**config.mk**
```make
export PLATFORM = sky130hd
export DESIGN_NAME = phd_out_queue
export DESIGN_NICKNAME = d
export VERILOG_FILES = /design/src/phd_pkg.sv /design/src/phd_out_queue.sv
export SDC_FILE = /design/constraint.sdc
export NUM_CORES = 1
export LEC_CHECK = 0
export ABC_AREA = 0
export CAP_MARGIN = 15
export CORE_MARGIN = 3
export CORE_UTILIZATION = 61
export CTS_CLUSTER_DIAMETER = 120
export DETAILED_ROUTE_END_ITERATION = 6
export DONT_BUFFER_PORTS = 1
export GPL_ROUTABILITY_DRIVEN = 0
export PLACE_DENSITY_LB_ADDON = 0.25
export SYNTH_ARGS = -nofsm -noshare
export SYNTH_HDL_FRONTEND = slang
export SYNTH_SLANG_ARGS = --single-unit
```
**constraint.sdc**
```tcl
create_clock -name clk -period 4.81 [get_ports clk]
set_input_delay 0.2405 -clock clk [delete_from_list [all_inputs] [get_ports clk]]
set_output_delay 0.2405 -clock clk [all_outputs]
set_load 0.005 [all_outputs]
```
**src/phd_pkg.sv**
```systemverilog
// Shared types and constants of the planar hold-and-modify pixel decoder.
`timescale 1ns / 1ps

package phd_pkg;

	// Palette and plane limits
	localparam int PALETTE_DEPTH = 256;
	localparam int MAX_PLANES    = 8;
	localparam int PAL_AW        = $clog2(PALETTE_DEPTH);
	localparam int PAL_IDX_W     = 8;
	localparam int COLOR_W       = 24;

	// Queue sizes
	localparam int IN_DEPTH  = 2;
	localparam int IN_PW     = (IN_DEPTH > 1) ? $clog2(IN_DEPTH) : 1;
	localparam int IN_CW     = $clog2(IN_DEPTH + 1);
	localparam int OUT_DEPTH = 4;
	localparam int OUT_PW    = (OUT_DEPTH > 1) ? $clog2(OUT_DEPTH) : 1;
	localparam int OUT_CW    = $clog2(OUT_DEPTH + 1);

	// Configuration register indexes
	localparam int CFG_IDX_W = 4;
	localparam int CFG_DW    = 4;
	localparam logic [CFG_IDX_W-1:0] REG_PLANE_COUNT = 4'd0;
	localparam logic [CFG_IDX_W-1:0] REG_HAM_ENABLE  = 4'd1;

	typedef enum logic {
		REQ_PAL_WRITE = 1'b0,
		REQ_PIXELS    = 1'b1
	} req_kind_t;

	typedef struct packed {
		req_kind_t   kind;
		logic        row_start;
		logic [63:0] plane_bytes;
		logic [7:0]  pal_index;
		logic [7:0]  pal_red;
		logic [7:0]  pal_green;
		logic [7:0]  pal_blue;
	} item_t;

	typedef struct packed {
		logic [7:0] red;
		logic [7:0] green;
		logic [7:0] blue;
		logic       last;
	} pix_t;

	typedef struct packed {
		logic [3:0] plane_count;
		logic       ham_enable;
	} cfg_t;

endpackage

```
**src/phd_out_queue.sv**
```systemverilog
// Result queue between the pixel engine and the output ports.
`timescale 1ns / 1ps

module phd_out_queue (
	input  logic                       clk,
	input  logic                       arst_n,
	input  logic                       wr_en,
	input  phd_pkg::pix_t              wr_data,
	output logic [phd_pkg::OUT_CW-1:0] level,
	output logic                       empty,
	input  logic                       pop,
	output phd_pkg::pix_t              head
);

	phd_pkg::pix_t                slot_q [phd_pkg::OUT_DEPTH];
	logic [phd_pkg::OUT_PW-1:0]   wr_ptr_q;
	logic [phd_pkg::OUT_PW-1:0]   rd_ptr_q;
	logic [phd_pkg::OUT_CW-1:0]   count_q;
	logic                         do_pop;

	assign level  = count_q;
	assign empty  = (count_q == '0);
	assign head   = slot_q[rd_ptr_q];
	assign do_pop = pop && !empty;

	always_ff @(posedge clk) begin
		if (wr_en) begin
			slot_q[wr_ptr_q] <= wr_data;
		end
	end

	always_ff @(posedge clk or negedge arst_n) begin
		if (!arst_n) begin
			wr_ptr_q <= '0;
			rd_ptr_q <= '0;
			count_q  <= '0;
		end else begin
			if (wr_en) begin
				wr_ptr_q <= (wr_ptr_q == phd_pkg::OUT_PW'(phd_pkg::OUT_DEPTH - 1)) ? '0
				            : wr_ptr_q + 1'b1;
			end
			if (do_pop) begin
				rd_ptr_q <= (rd_ptr_q == phd_pkg::OUT_PW'(phd_pkg::OUT_DEPTH - 1)) ? '0
				            : rd_ptr_q + 1'b1;
			end
			if (wr_en && !do_pop) begin
				count_q <= count_q + 1'b1;
			end else if (do_pop && !wr_en) begin
				count_q <= count_q - 1'b1;
			end
		end
	end

endmodule

```
* After elaboration in Yosys (flattened, before gate mapping)
Memory sizes are Yosys's and may differ from the RTL's. Cells that the tools add are included. Widths: inputs -> output; s select.
Storage, ports and cells: register bits after elaboration 7, RAM bits 100, bits of input ports 29, output and inout port bits 29, logic and storage cells 24, memories 1
Operators by class: $add $sub $neg 4, equal/unequal tests 2, muxes and demuxes 6, reduce and logical (&&, ||, !) cells 8
Memories:
- slot_q | depth 4, bits a word 25, rd ports 1, clocked after memory_dff 0, wr ports 1, line phd_out_queue.sv:15 | phd_pkg::pix_t slot_q [phd_pkg::OUT_DEPTH];
Operators by type and width (count):
- $mux 3 | 2
- $add 2x1->2 const B | 2
- $eq 2x2->1 const B | 2
- $mux 2 | 2
- $add 3x1->3 const B | 1
- $logic_and 1x1->1 | 3
- $logic_not 1->1 | 3
- $logic_not 3->1 | 1
- $sub 3x1->3 const B | 1
- $mux 1 | 2
- $reduce_bool 2->1 | 1

* Depth between registers and ports, before layout
word-level depth 6, mapped depth 7

* Worst setup path after synthesis
No wires, ideal clock.
path type register to register, start register count_q, in the netlist level[0], end register count_q, in the netlist level[2], setup time 0.079 ns, arrival time 1.774 ns, required time 4.731 ns, path slack 2.956 ns, cell stages (with the launch flop) 8, path buffers 0, cell sequence dfrtp_1 > o31ai_4 > ha_1 > inv_1 > fa_1 > xor2_1 > nor2_1 > xor2_1
On the way: cells in the longest elaborated chain, start to end 6, elaborated cells between the ends (all ways) 11
Ends and longest elaborated chain:
- start, declared | line phd_out_queue.sv:18 | logic [phd_pkg::OUT_CW-1:0] count_q;
- start signal, assigned | line phd_out_queue.sv:47 | count_q <= count_q + 1'b1;
- start signal, assigned | line phd_out_queue.sv:49 | count_q <= count_q - 1'b1;
- branches (longest 6 deep; another with $sub 3x1->3)
Parallel ways; which one is timed is not known. The select of a mux whose other input is x is not followed. A chain may end at the register's enable or synchronous reset.

==> run_results.csv <==
group,metric,value,unit
route,totalWireLength,6160,µm
floorplan,fp.coreArea,6420,µm²
global_route,grt_max_degree,29,
logic_synthesis,ys_types,20,
logic_synthesis,synth_seq_cells,107,
final_layout,final_cell_mix,"edfxtp_1 (100), dlygate4sd3_1 (27), mux4_2 (18)",
sta,setup_violations,0,
worst_setup_path,crit_type,"flop to primary output",
worst_setup_path,cp-end-kind,"primary output",
floorplan,die_y,87.8,µm
sta,final.period_utilization,46.2,%
sta,period_minus_slack,2220,ps
logic_synthesis,ys_seq_area_share,77.9,%
final_layout,diodes,0,
global_route,grt_pass1_vias,1912,
logic_synthesis,ys_warn_count,0,
placed_design,dp.cells,242,
logic_synthesis,syn-cell-area,4080,µm²
sta,hold_violations,0,
clock_network,clockRootBuffer,"clkbuf_8",
logic_synthesis,avgSynthCellArea,24.4,µm²
status,status,"finished clean",
final_layout,layout-drive-gt1-share,19.7,%
final_layout,area_delta_synth_final,12.2,%
worst_setup_path,cp_cell_sequence,"mux4_1",
clock_network,clock_sinks,107,
floorplan,dieArea,7700,µm²
logic_synthesis,synthAdderAreaFrac,2.33,%
route,first_pass_iters,4,
final_layout,nets,239,
worst_setup_path,timing.rr.end,"level[2]",
clock_network,cts-htree-levels,3,
global_route,grt_overflow_total,0,
worst_setup_path,cp-start-kind,"flop",
worst_hold_path,holdCritPathClass,"input pin to flop",
route,vias,1719,
worst_setup_path,rr_worst_depth,7,
worst_setup_path,worstPathMaxFanout,28,
clock_network,clkTransAtPathRegs,80,ps
worst_setup_path,rrSetupSlack,2770,ps
worst_setup_path,worst-path-stages,1,
sta,drv_slew,0,
placed_design,port_buffers,0,
clock_network,post_cts_buffers,0,
power,p_leak,1.52,nW
logic_synthesis,synth_nets,203,
worst_setup_path,required,4570,ps
clock_network,ctsLongestPathBuffers,2,
floorplan,rows,29,
power,power.total,2.32,mW
sta,timing.fmax,0.450,GHz
clock_network,hold_buffers,27,
clock_network,ctsResizeCount,0,
worst_setup_path,worstSetupEndpoint,"head[10]",
sta,tns,0,ps
route,antenna_left,0,
route,drc,0,
logic_synthesis,synth_compound_area_share,0.951,%
final_layout,final_common_cell,"edfxtp_1",
logic_synthesis,synth_top_family_by_area,"multiplexers",
worst_setup_path,max_stage_delay,940,ps
global_route,grt_first_pass_wirelength,9830,µm
clock_network,numCtsBuffers,9,
worst_setup_path,critical-path-top-delay-family,"flip-flops",
global_route,grtUsageTotal,17.9,%
route,viasPerCell,6.03,
clock_network,cts_tree,"done",
worst_setup_path,critPathSlowestCell,"dfrtp_2",
worst_setup_path,timing.critical_path.buf_inv,0,
power,worst_ir_drop_vdd,374,µV
sta,relSlewSlack,22.5,%
sta,worstMarginPinSlew,1160,ps
final_layout,final_cells,285,
worst_setup_path,worstPathArrival,1980,ps
floorplan,start_util,63.5,%
job,drv_cap,0,
route,drt-initial-drc-count,73,
route,wl_per_cell,21.6,µm
logic_synthesis,synth-simple-area-share,1.23,%
floorplan,ioPinCount,58,
power,power_density,508,nW/µm²
logic_synthesis,postSynthCellCount,167,
logic_synthesis,synth_mux_area_share,15.0,%
floorplan,die-width,87.8,µm
sta,fin_hold_ws,22.5,ps
worst_setup_path,timing.rr.start,"level[0]",
worst_setup_path,setup.worst_path.start,"rd_ptr_q[0]",
logic_synthesis,synthXorXnorAreaFrac,0.644,%
final_layout,fin_util,71.2,%
sta,skew,10.1,ps
global_route,antenna_found_initial,0,
clock_network,clkLatencyLatePin,350,ps
sta,rsz0062_at_grt,"no",
-- power breakdown --
group          switching [mW]  internal (mW)
combinational           0.217          0.288
sequential              0.168           1.20
clock                   0.268          0.185
-- final cells by class --
class | instances | area, µm²
sequential | 107 | 3180
fill | 369 | 1850
multi-input combinational | 51 | 822
timing repair buffer | 31 | 300
clock buffer | 9 | 124
tap | 77 | 96.3
clock inverter | 7 | 42.5
inverter | 3 | 11.3
-- sequential cells by signal, indices dropped and copies added, names as in the netlist --
register / cells
level: 3
slot_q: 100
wr_ptr_q: 2
rd_ptr_q: 2
-- metrics by stage --
step,setup WS [ps],instance area (µm²)
floorplan,2960,4080
global placement,2900,4140
detailed placement,2790,4140
CTS,2530,4580
global route,2420,4580
finish,2590,4580
-- how the worst min path moves through the flow --
stage	startpoint	slack, ps	cells after the start	end
finish	wr_en	20	2	wr_ptr_q[1]
global route	wr_en	20	1	wr_ptr_q[0]
CTS	wr_en	10	1	wr_ptr_q[0]
detailed placement	arst_n	-50	0	level[2]
global placement	arst_n	-50	0	level[1]
floorplan	arst_n	-60	0	level[0]
-- metal layers --
layer / up-vias / wire length, µm / GRT usage [%]
met1: 900 / 2300 / 20.4
li1: 769 / - / -
met2: 43 / 3460 / 31.7
met3: 7 / 316 / 5.17
met4: 0 / 84 / 7.67
met5: - / 0 / 0
-- synthesized netlist by cell type --
cell type | count | share of area [%]
xnor2_1 | 1 | 0.21
dfrtp_1 | 7 | 4.3
o31ai_4 | 1 | 0.52
buf_12 | 2 | 0.98
xor2_1 | 2 | 0.43
ha_1 | 6 | 1.8
nor2_1 | 2 | 0.18
o21ai_0 | 2 | 0.25
fa_1 | 1 | 0.49
and2_1 | 4 | 0.61
edfxtp_1 | 100 | 74
buf_2 | 3 | 0.37
a21o_1 | 1 | 0.18
mux4_2 | 18 | 9.9
inv_1 | 3 | 0.28
mux4_1 | 7 | 4.5
nand2_1 | 2 | 0.18
nor3_1 | 2 | 0.25
buf_6 | 1 | 0.28
mux2_2 | 2 | 0.55
-- logic make-up after synthesis --
| group | Yosys count |
|---|---|
| DFF | 107 |
| muxes | 27 |
| and+or+nand+nor | 10 |
| buffers and inverters | 9 |
| adders and majority gates | 7 |
| AOI/OAI and AO/OA | 4 |
| xor gates and xnor gates | 3 |
Note: power is estimated with default switching activity, not from simulation.
