==> src/phd_pkg.sv <==
// Shared types and constants of the planar hold-and-modify pixel decoder.
`timescale 1ns / 1ps

package phd_pkg;

	// Palette and plane limits
	localparam int PALETTE_DEPTH = 256;
	localparam int MAX_PLANES    = 8;
	localparam int PAL_AW        = $clog2(PALETTE_DEPTH);
	localparam int PAL_IDX_W     = 8;
	localparam int COLOR_W       = 24;

	// Queue sizes
	localparam int IN_DEPTH  = 2;
	localparam int IN_PW     = (IN_DEPTH > 1) ? $clog2(IN_DEPTH) : 1;
	localparam int IN_CW     = $clog2(IN_DEPTH + 1);
	localparam int OUT_DEPTH = 4;
	localparam int OUT_PW    = (OUT_DEPTH > 1) ? $clog2(OUT_DEPTH) : 1;
	localparam int OUT_CW    = $clog2(OUT_DEPTH + 1);

	// Configuration register indexes
	localparam int CFG_IDX_W = 4;
	localparam int CFG_DW    = 4;
	localparam logic [CFG_IDX_W-1:0] REG_PLANE_COUNT = 4'd0;
	localparam logic [CFG_IDX_W-1:0] REG_HAM_ENABLE  = 4'd1;

	typedef enum logic {
		REQ_PAL_WRITE = 1'b0,
		REQ_PIXELS    = 1'b1
	} req_kind_t;

	typedef struct packed {
		req_kind_t   kind;
		logic        row_start;
		logic [63:0] plane_bytes;
		logic [7:0]  pal_index;
		logic [7:0]  pal_red;
		logic [7:0]  pal_green;
		logic [7:0]  pal_blue;
	} item_t;

	typedef struct packed {
		logic [7:0] red;
		logic [7:0] green;
		logic [7:0] blue;
		logic       last;
	} pix_t;

	typedef struct packed {
		logic [3:0] plane_count;
		logic       ham_enable;
	} cfg_t;

endpackage

==> src/phd_front.sv <==
// Front end: accepts and classifies requests into a short item queue.
`timescale 1ns / 1ps

module phd_front (
	input  logic           clk,
	input  logic           arst_n,
	input  logic           push,
	output logic           full,
	input  logic           req_type,
	input  logic           row_start,
	input  logic [63:0]    plane_bytes,
	input  logic [7:0]     pal_index,
	input  logic [7:0]     pal_red,
	input  logic [7:0]     pal_green,
	input  logic [7:0]     pal_blue,
	output logic           head_valid,
	output phd_pkg::item_t head,
	input  logic           head_pop
);

	phd_pkg::item_t                   slot_q [phd_pkg::IN_DEPTH];
	logic [phd_pkg::IN_PW-1:0]        wr_ptr_q;
	logic [phd_pkg::IN_PW-1:0]        rd_ptr_q;
	logic [phd_pkg::IN_CW-1:0]        count_q;
	logic                             do_push;
	logic                             do_pop;
	phd_pkg::item_t                   new_item;

	assign full       = (count_q == phd_pkg::IN_CW'(phd_pkg::IN_DEPTH));
	assign head_valid = (count_q != '0);
	assign head       = slot_q[rd_ptr_q];
	assign do_push    = push && !full;
	assign do_pop     = head_pop && head_valid;

	// classify the incoming transaction
	always_comb begin
		new_item.kind        = req_type ? phd_pkg::REQ_PIXELS : phd_pkg::REQ_PAL_WRITE;
		new_item.row_start   = row_start;
		new_item.plane_bytes = plane_bytes;
		new_item.pal_index   = pal_index;
		new_item.pal_red     = pal_red;
		new_item.pal_green   = pal_green;
		new_item.pal_blue    = pal_blue;
	end

	// payload slots
	always_ff @(posedge clk) begin
		if (do_push) begin
			slot_q[wr_ptr_q] <= new_item;
		end
	end

	// pointers and fill level
	always_ff @(posedge clk or negedge arst_n) begin
		if (!arst_n) begin
			wr_ptr_q <= '0;
			rd_ptr_q <= '0;
			count_q  <= '0;
		end else begin
			if (do_push) begin
				wr_ptr_q <= (wr_ptr_q == phd_pkg::IN_PW'(phd_pkg::IN_DEPTH - 1)) ? '0
				            : wr_ptr_q + 1'b1;
			end
			if (do_pop) begin
				rd_ptr_q <= (rd_ptr_q == phd_pkg::IN_PW'(phd_pkg::IN_DEPTH - 1)) ? '0
				            : rd_ptr_q + 1'b1;
			end
			if (do_push && !do_pop) begin
				count_q <= count_q + 1'b1;
			end else if (do_pop && !do_push) begin
				count_q <= count_q - 1'b1;
			end
		end
	end

endmodule

==> config.mk <==
export PLATFORM = sky130hd
export DESIGN_NAME = phd_front
export DESIGN_NICKNAME = d
export VERILOG_FILES = /design/src/phd_pkg.sv /design/src/phd_front.sv
export SDC_FILE = /design/constraint.sdc
export NUM_CORES = 1
export LEC_CHECK = 0
export ABC_AREA = 1
export BUFFER_PORTS_ARGS = -buffer_cell sky130_fd_sc_hd__buf_2
export CORE_MARGIN = 3
export CORE_UTILIZATION = 55
export DETAILED_ROUTE_END_ITERATION = 10
export PLACE_DENSITY = 0.83
export SLEW_MARGIN = 20
export SYNTH_ARGS = -nofsm -noshare
export SYNTH_HDL_FRONTEND = slang
export SYNTH_SLANG_ARGS = --single-unit
export TNS_END_PERCENT = 30
==> constraint.sdc <==
create_clock -name clk -period 10.5 [get_ports clk]
set_input_delay 1.575 -clock clk [delete_from_list [all_inputs] [get_ports clk]]
set_output_delay 1.575 -clock clk [all_outputs]
set_load 0.005 [all_outputs]
After elaboration in Yosys (flattened, before gate mapping)
Memory sizes are Yosys's and may differ from the RTL's. Index checks and enable logic that the tools add are counted. W data, S select, Z words.

Mux-type cells: 7. Reductions and logical operators: 9. Add/subtract/negate cells: 4. Eq/ne operators: 1.

Operators with widths (count): $mux W1 (5); $logic_and A1 B1 Y1 (4); $mux W2 (2); $reduce_bool A2 Y1 (2); $logic_not A1 Y1 (3); $add A1 B1 Y1 const B (2); $add A2 B1 Y2 const B (1); $eq A2 B2 Y1 const B (1); $sub A2 B1 Y2 const B (1).

Memory bits (writable): 196. Memories kept: 1. Output and inout port bits: 100. Word-level logic and storage cells: 25. Bits of input ports: 102. Register bits after elaboration: 4.

Memory list: slot_q (depth 2, width 98, rd ports 1, clocked after memory_dff 0, wr ports 1, RTL line phd_front.sv:21) `phd_pkg::item_t slot_q [phd_pkg::IN_DEPTH];`.

Depth between registers and ports, before layout
Gate-level depths: netlist of the first run.

Depth after elaboration: 7. Gate-level depth with buffers: 9.

Least setup slack after synthesis of the first run
No wires, ideal clock.

Path type: input to register. Start point: in push. End point: mem slot_q[1][0] (netlist name) (enable). Path slack: 4185 ps. Arrival time: 5759 ps. Required time: 9944 ps. Cell stages on the path: 2. Buffers on the path: 0. Library setup time: 556 ps. Cells stage by stage: o21ai_0 > nor2_1.

Longest elaborated chain between the ends: 3.

RTL lines: start: declaration (RTL line phd_front.sv:7) `input logic push,`; $logic_and A1 B1 Y1 (RTL line phd_front.sv:32) `assign do_push = push && !full;`; $mux W1 (RTL line phd_front.sv:48) `if (do_push) begin`; $mux W1 (not written as such) (RTL line phd_front.sv:49) `slot_q[wr_ptr_q] <= new_item;`; end: declaration (RTL line phd_front.sv:21).

Every way passes these cells.

==> impl_metrics.toml, run 1 <==
[outcome]
status = "finished clean"

[yosys]
ys_seq_elements = 200
syn_inst = 543
synth.top_cell.area_share_pct = 80.2
yosysSeqAreaShare_pct = 81.5
async_flop_share_pct = 2.00
synth_nets = 646
synth-main-ff-cell = "edfxtp_1"
synth_warnings = 0
synthTopCellsByCount = "nand2_1 (305), edfxtp_1 (196), buf_2 (16)"
synth.area.top_cells = "edfxtp_1 (80%), nand2_1 (16%), dfrtp_1 (1.4%)"
synth_edf_count = 196
yosys.cell_types.count = 14
syn_area_um2 = 7340
synth_most_common_cell = "nand2_1"
yosys.area.top_type = "edfxtp_1"
synth.avg_cell_area_um2 = 13.5

[placement]
gp_congestion = 0.730
portBuffers = 201
pre_cts_slack_ns = 6.63
dp_hpwl_um = 9350

[clock_network]
cts_root_buffer = "clkbuf_16"
cts_tree = "built"
clock_sink_count = 200
cts_setup_buffers = 0
cts-hold-fix-buffers = 0
clock_latency_ns = 0.42
cts.clk_slew.worst_paths_ns = 0.07
post_cts_resized = 0
cts_made_buffers = 17
cts_buffer_depth = 2
h-tree-depth = 4

[drt]
firstDrtPassIters = 6
vias_per_cell = 4.97
ant_nets = 0
vias = 4624
wirelength_um = 14500
drt_iter0_markers = 455
drc_errors = 0
routedWlPerCell_um = 15.6

[die]
die_y_um = 122
io_pins = 202
rows = 41
die_area_um2 = 14800
design.core.area_um2 = 12800
initial_core_util_pct = 57.2
die_w_um = 122

[final_layout]
antennaDiodeCount = 0
nFillCells = 883
fin_util_pct = 70.4
finalNetCount = 848
syn2layout_area_growth_pct = 23.1
drive_gt1_share_pct = 31.3

[setup_path]
crit_arrival_ns = 2.64
r2r-end = "slot_q[0][10]"
required_ns = 8.93
crit_path_end_kind = "output pin"
path_class = "reg -> out"
critPathLaunch = "rd_ptr_q"
critPathLaunchType = "register"
crit_fanout = 100
reg2reg_depth = 6
setup.worst_path.end = "head[6]"
r2r_slack_ns = 8.09
r2r_start = "count_q[1]"

[sta]
finalWorstSetupSlack_ns = 6.29
hold_viol_final = 0
maxSlewViolCount = 0
finalSetupTns_ns = 0
skew_ns = 0.00713
setup_viol = 0
min_period_over_period_pct = 40.1
worst_slew_pin_slew_ns = 1.06
max_freq_mhz = 237
slew_headroom_pct = 29.5
min_period_ns = 4.21
rsz0062_at_grt = "false"

[power_and_ir_drop]
peakVddDrop_mv = 0.150
p_leak_nw = 3.93
powerDensity_nw_per_um2 = 272

[grt]
gr-total-overflow = 0
grt_max_degree = 101
antenna_found_initial = 0
grt_util_all_layers_pct = 20.2
grt_pass1_wl_um = 22700
grt_pass1_vias = 4616

[min_path]
hold_path_class = "reg -> reg"
hold_path_depth = 2

[flow_run]
max_cap_violations = 0
-- area by class of cell --
type,instances,area [um2],share of cell area [%]
well taps,172,215,2.38
inverters,8,35.0,0.388
multi-input cells,314,1210,13.3
clock buffers,17,425,4.71
flip-flops and latches,200,5990,66.3
clock inverters,15,135,1.50
repair buffers,204,1030,11.4
-- metrics by stage --
stage / area (um2) / hold WS [ns] / instances / power [mW]
floorplan: 7340 / 0.442 / 543 / 1.57
global placement: 8470 / 0.456 / 898 / 1.85
detailed placement: 8470 / 0.467 / 898 / 1.88
CTS: 9030 / 0.484 / 930 / 2.49
global route: 9030 / 0.515 / 930 / 2.61
finish: 9030 / 0.481 / 930 / 2.46
-- report_power, final --
part / leakage, nW / total (mW) / switching (mW) / internal [mW]
registers: 1.87 / 1.19 / 0.100 / 1.09
logic: 1.78 / 0.654 / 0.407 / 0.248
clock network: 0.279 / 0.613 / 0.266 / 0.347
total: 3.93 / 2.46 / 0.773 / 1.68
-- per-layer routing --
metal	global-route usage [%]	wire length, um
met5	0	0
met1	24.6	5670
met2	33.7	7420
met4	8.96	314
met3	6.04	1120
-- critical path, stage by stage, from the launching register on --
cell     delay (ns)
dfrtp_4        1.11
inv_4          0.63
nand2_1        0.19
nand2_1        0.09
buf_2          0.13
-- worst min path at each step --
stage,start,end
detailed placement,wr_ptr_q,wr_ptr_q
floorplan,count_q[1],count_q[1]
finish,wr_ptr_q,wr_ptr_q
CTS,wr_ptr_q,wr_ptr_q
global route,wr_ptr_q,wr_ptr_q
global placement,count_q[1],count_q[1]
-- registers in the layout, summed over array words and instances (netlist names) --
name and flops:
rd_ptr_q 1, wr_ptr_q 1, count_q 2, slot_q 196
-- cell usage in the layout, fill, tap and decap left out --
master	n
dfrtp_1	3
clkbuf_16	17
o21ai_0	1
ha_1	1
clkinv_1	3
nand4_1	1
edfxtp_1	196
nand2_1	305
inv_1	6
clkinv_4	2
inv_4	2
xnor2_1	1
clkinv_2	6
buf_2	201
bufinv_16	2
nor2_1	2
nand3_1	2
inv_6	1
buf_4	3
dfrtp_4	1
nor2_4	1
clkinvlp_4	1
-- cell families (layout without fill, tap and decap cells) --
group / count (synthesis) / after routing / share of synthesized area, %
adders and majority gates: 1 / 1 / 0.170
and+or+nand+nor: 311 / 311 / 16.0
AOI/OAI and AO/OA: 1 / 1 / 0.0681
DFF: 200 / 200 / 81.5
buffers and inverters: 29 / 244 / 2.15
xor gates and xnor gates: 1 / 1 / 0.119
Note: power is estimated with default switching activity, not from simulation.
==> inputs of run 2 (changes only) <==
- ABC_AREA: 1 -> 0
- CORE_UTILIZATION: 55 -> 47
- PLACE_DENSITY: 0.83 -> 0.76
- clock period: 10.5 -> 3.7 ns (I/O delays scaled with it)
==> run 2 against run 1 <==
  * Area after synthesis shrank 0.60%
  * Clock-buffer cell count grew 2
  * Die area grew 15%
  * Hold slack lost 0.16 ns
  * Via count shrank 21%
  * Highest routed layer is now met5
  * Sequential power grew to 2.8 times the previous value
  * Cell count shrank 21%
  * Largest power group unchanged
  * Clock skew shrank 0.00098 ns
  * Critical path type unchanged
==> impl_metrics.toml, run 2 <==
[setup_path]
crit_path_top_delay_cell = "dfrtp_4"
crit_path_max_incr_delay_ns = 0.83
r2r_slack_ns = 1.65
crit_chain = "buf_12 > mux2_2 > buf_2"
crit_path_end_kind = "output pin"
critPathLaunchType = "register"
crit_fanout = 60
cp.buffers_inverters = 2
path_class = "reg -> out"
crit_arrival_ns = 2.18
required_ns = 3.14
critPathTopFamily = "flip-flops"

[drt]
drt_iter0_markers = 186
wirelength_um = 13200
drc_errors = 0
routedWlPerCell_um = 18.0
vias = 3657
ant_nets = 0
vias_per_cell = 4.99
firstDrtPassIters = 4

[grt]
busiest_layer = "met2"
gr-total-overflow = 0
antenna_found_initial = 1
grt_max_degree = 82
grt_pass1_wl_um = 19700
grt_pass1_vias = 3899
grt_util_all_layers_pct = 15.4
use_met3_pct = 5.12
globalRouteMet2Util_pct = 26.4
use_met1_pct = 18.1

[clock_network]
cts_tree = "built"
cts_setup_buffers = 0
post_cts_resized = 0
cts_buffer_depth = 2
clock_sink_count = 200
cts.clk_slew.worst_paths_ns = 0.07
cts_made_buffers = 17
clock_latency_ns = 0.42
h-tree-depth = 4
cts_root_buffer = "clkbuf_16"
cts-hold-fix-buffers = 1

[sta]
slew_headroom_pct = 53.3
finalWorstSetupSlack_ns = 0.960
rsz0062_at_grt = "false"
holdWs_ns = 0.320
hold_viol_final = 0
min_period_ns = 2.74
finalSetupTns_ns = 0
max_freq_mhz = 365
worst_slew_pin_slew_ns = 0.701
min_period_over_period_pct = 74.0
setup_viol = 0
skew_ns = 0.00615
maxSlewViolCount = 0

[placement]
pre_cts_slack_ns = 1.38
dp_hpwl_um = 8830
portBuffers = 201
placed_cells = 701
gp_congestion = 0.742

[final_layout]
layout_commonest_cell = "buf_2"
multi_input_area_um2 = 1240
nFillCells = 1083
finalNetCount = 640
top_regs = "slot_q (196), count_q (2)"
largest_reg_flops = 196
drive_gt1_share_pct = 61.0
antennaDiodeCount = 0
mostFrequentLayoutCells = "buf_2 (201), edfxtp_1 (196), mux2_2 (88), clkbuf_16 (17), mux2_4 (10)"
fin_cells = 733
seqCellArea_um2 = 5990
syn2layout_area_growth_pct = 24.4
top_register = "slot_q"

[power_and_ir_drop]
peakVddDrop_mv = 0.380
p_leak_nw = 3.42
powerDensity_nw_per_um2 = 751

[yosys]
synth-main-ff-cell = "edfxtp_1"
synth_edf_count = 196
ys_seq_elements = 200
synth.area.top_cells = "edfxtp_1 (81%), mux2_2 (14%), mux2_4 (2.1%)"
synth_warnings = 0
syn_inst = 324
yosys.cell_types.count = 15
yosysSeqAreaShare_pct = 82.0
synth_most_common_cell = "edfxtp_1"
synthTopCellsByCount = "edfxtp_1 (196), mux2_2 (88), mux2_4 (10)"
synth.avg_cell_area_um2 = 22.5
synth.top_cell.area_share_pct = 80.6
synth_nets = 427
async_flop_share_pct = 2.00
syn_area_um2 = 7300
yosys.area.top_type = "edfxtp_1"

[die]
design.core.area_um2 = 14900
die_y_um = 131
die_w_um = 131
die_area_um2 = 17100
io_pins = 202
initial_core_util_pct = 49.1
rows = 44

[min_path]
hold_path_class = "in -> reg"

[flow_run]
max_cap_violations = 0

[outcome]
status = "finished clean"
run 2: cell count changes in the layout (fill, tap and decap cells not counted), moves of 4 or more:
cell      before  now
inv_1          6    2
clkinv_2       6    1
mux2_4         0   10
mux2_2         0   88
nand2_1      305    2
run 2: area by class of cell:
type	count	area share, %
timing repair buffer	205	11.9
tap	184	2.54
inverter	2	0.0827
sequential	200	66.0
clock inverter	12	1.09
multi-input combinational	111	13.7
clock buffer	19	4.77
run 2: power by group:
group	switching [mW]	internal (mW)	total, mW
Sequential	0.217	3.10	3.31
Clock	0.800	0.868	1.67
Combinational	0.862	0.974	1.84
run 2: cell families after synthesis:
group | synth area share (%)
XOR/XNOR | 0.600
adder cells (fa/ha/maj) | 0.171
buffers and inverters | 1.11
flip-flops | 82.0
multiplexers | 15.6
AND/OR/NAND/NOR | 0.463
run 2: path summary, 6_finish.rpt:
check                             start  cells past startpoint            end
min reg2reg                  count_q[1]                      1     count_q[1]
max in group asynchronous        arst_n                      2       rd_ptr_q
min                        pal_index[1]                      1  slot_q[1][25]
max                            rd_ptr_q                      3        head[4]
max reg2reg                  count_q[0]                      4  slot_q[0][89]
min in group asynchronous        arst_n                      2       rd_ptr_q
run 2: metrics by stage:
| step | cell area, um2 | utilization (%) | total power [mW] |
|---|---|---|---|
| detailed placement | 8540 | 57.4 | 5.25 |
| floorplan | 7300 | - | 4.48 |
| global route | 9080 | 61.1 | 7.18 |
| global placement | 8540 | 57.4 | 5.19 |
| finish | 9080 | 61.1 | 6.82 |
| CTS | 9080 | 61.1 | 6.92 |
run 2: layer usage:
layer / routed length [um] / vias to the layer above
met2: 6610 / 144
met5: 11 / -
met4: 222 / 2
met1: 5340 / 1788
li1: - / 1702
met3: 1030 / 21
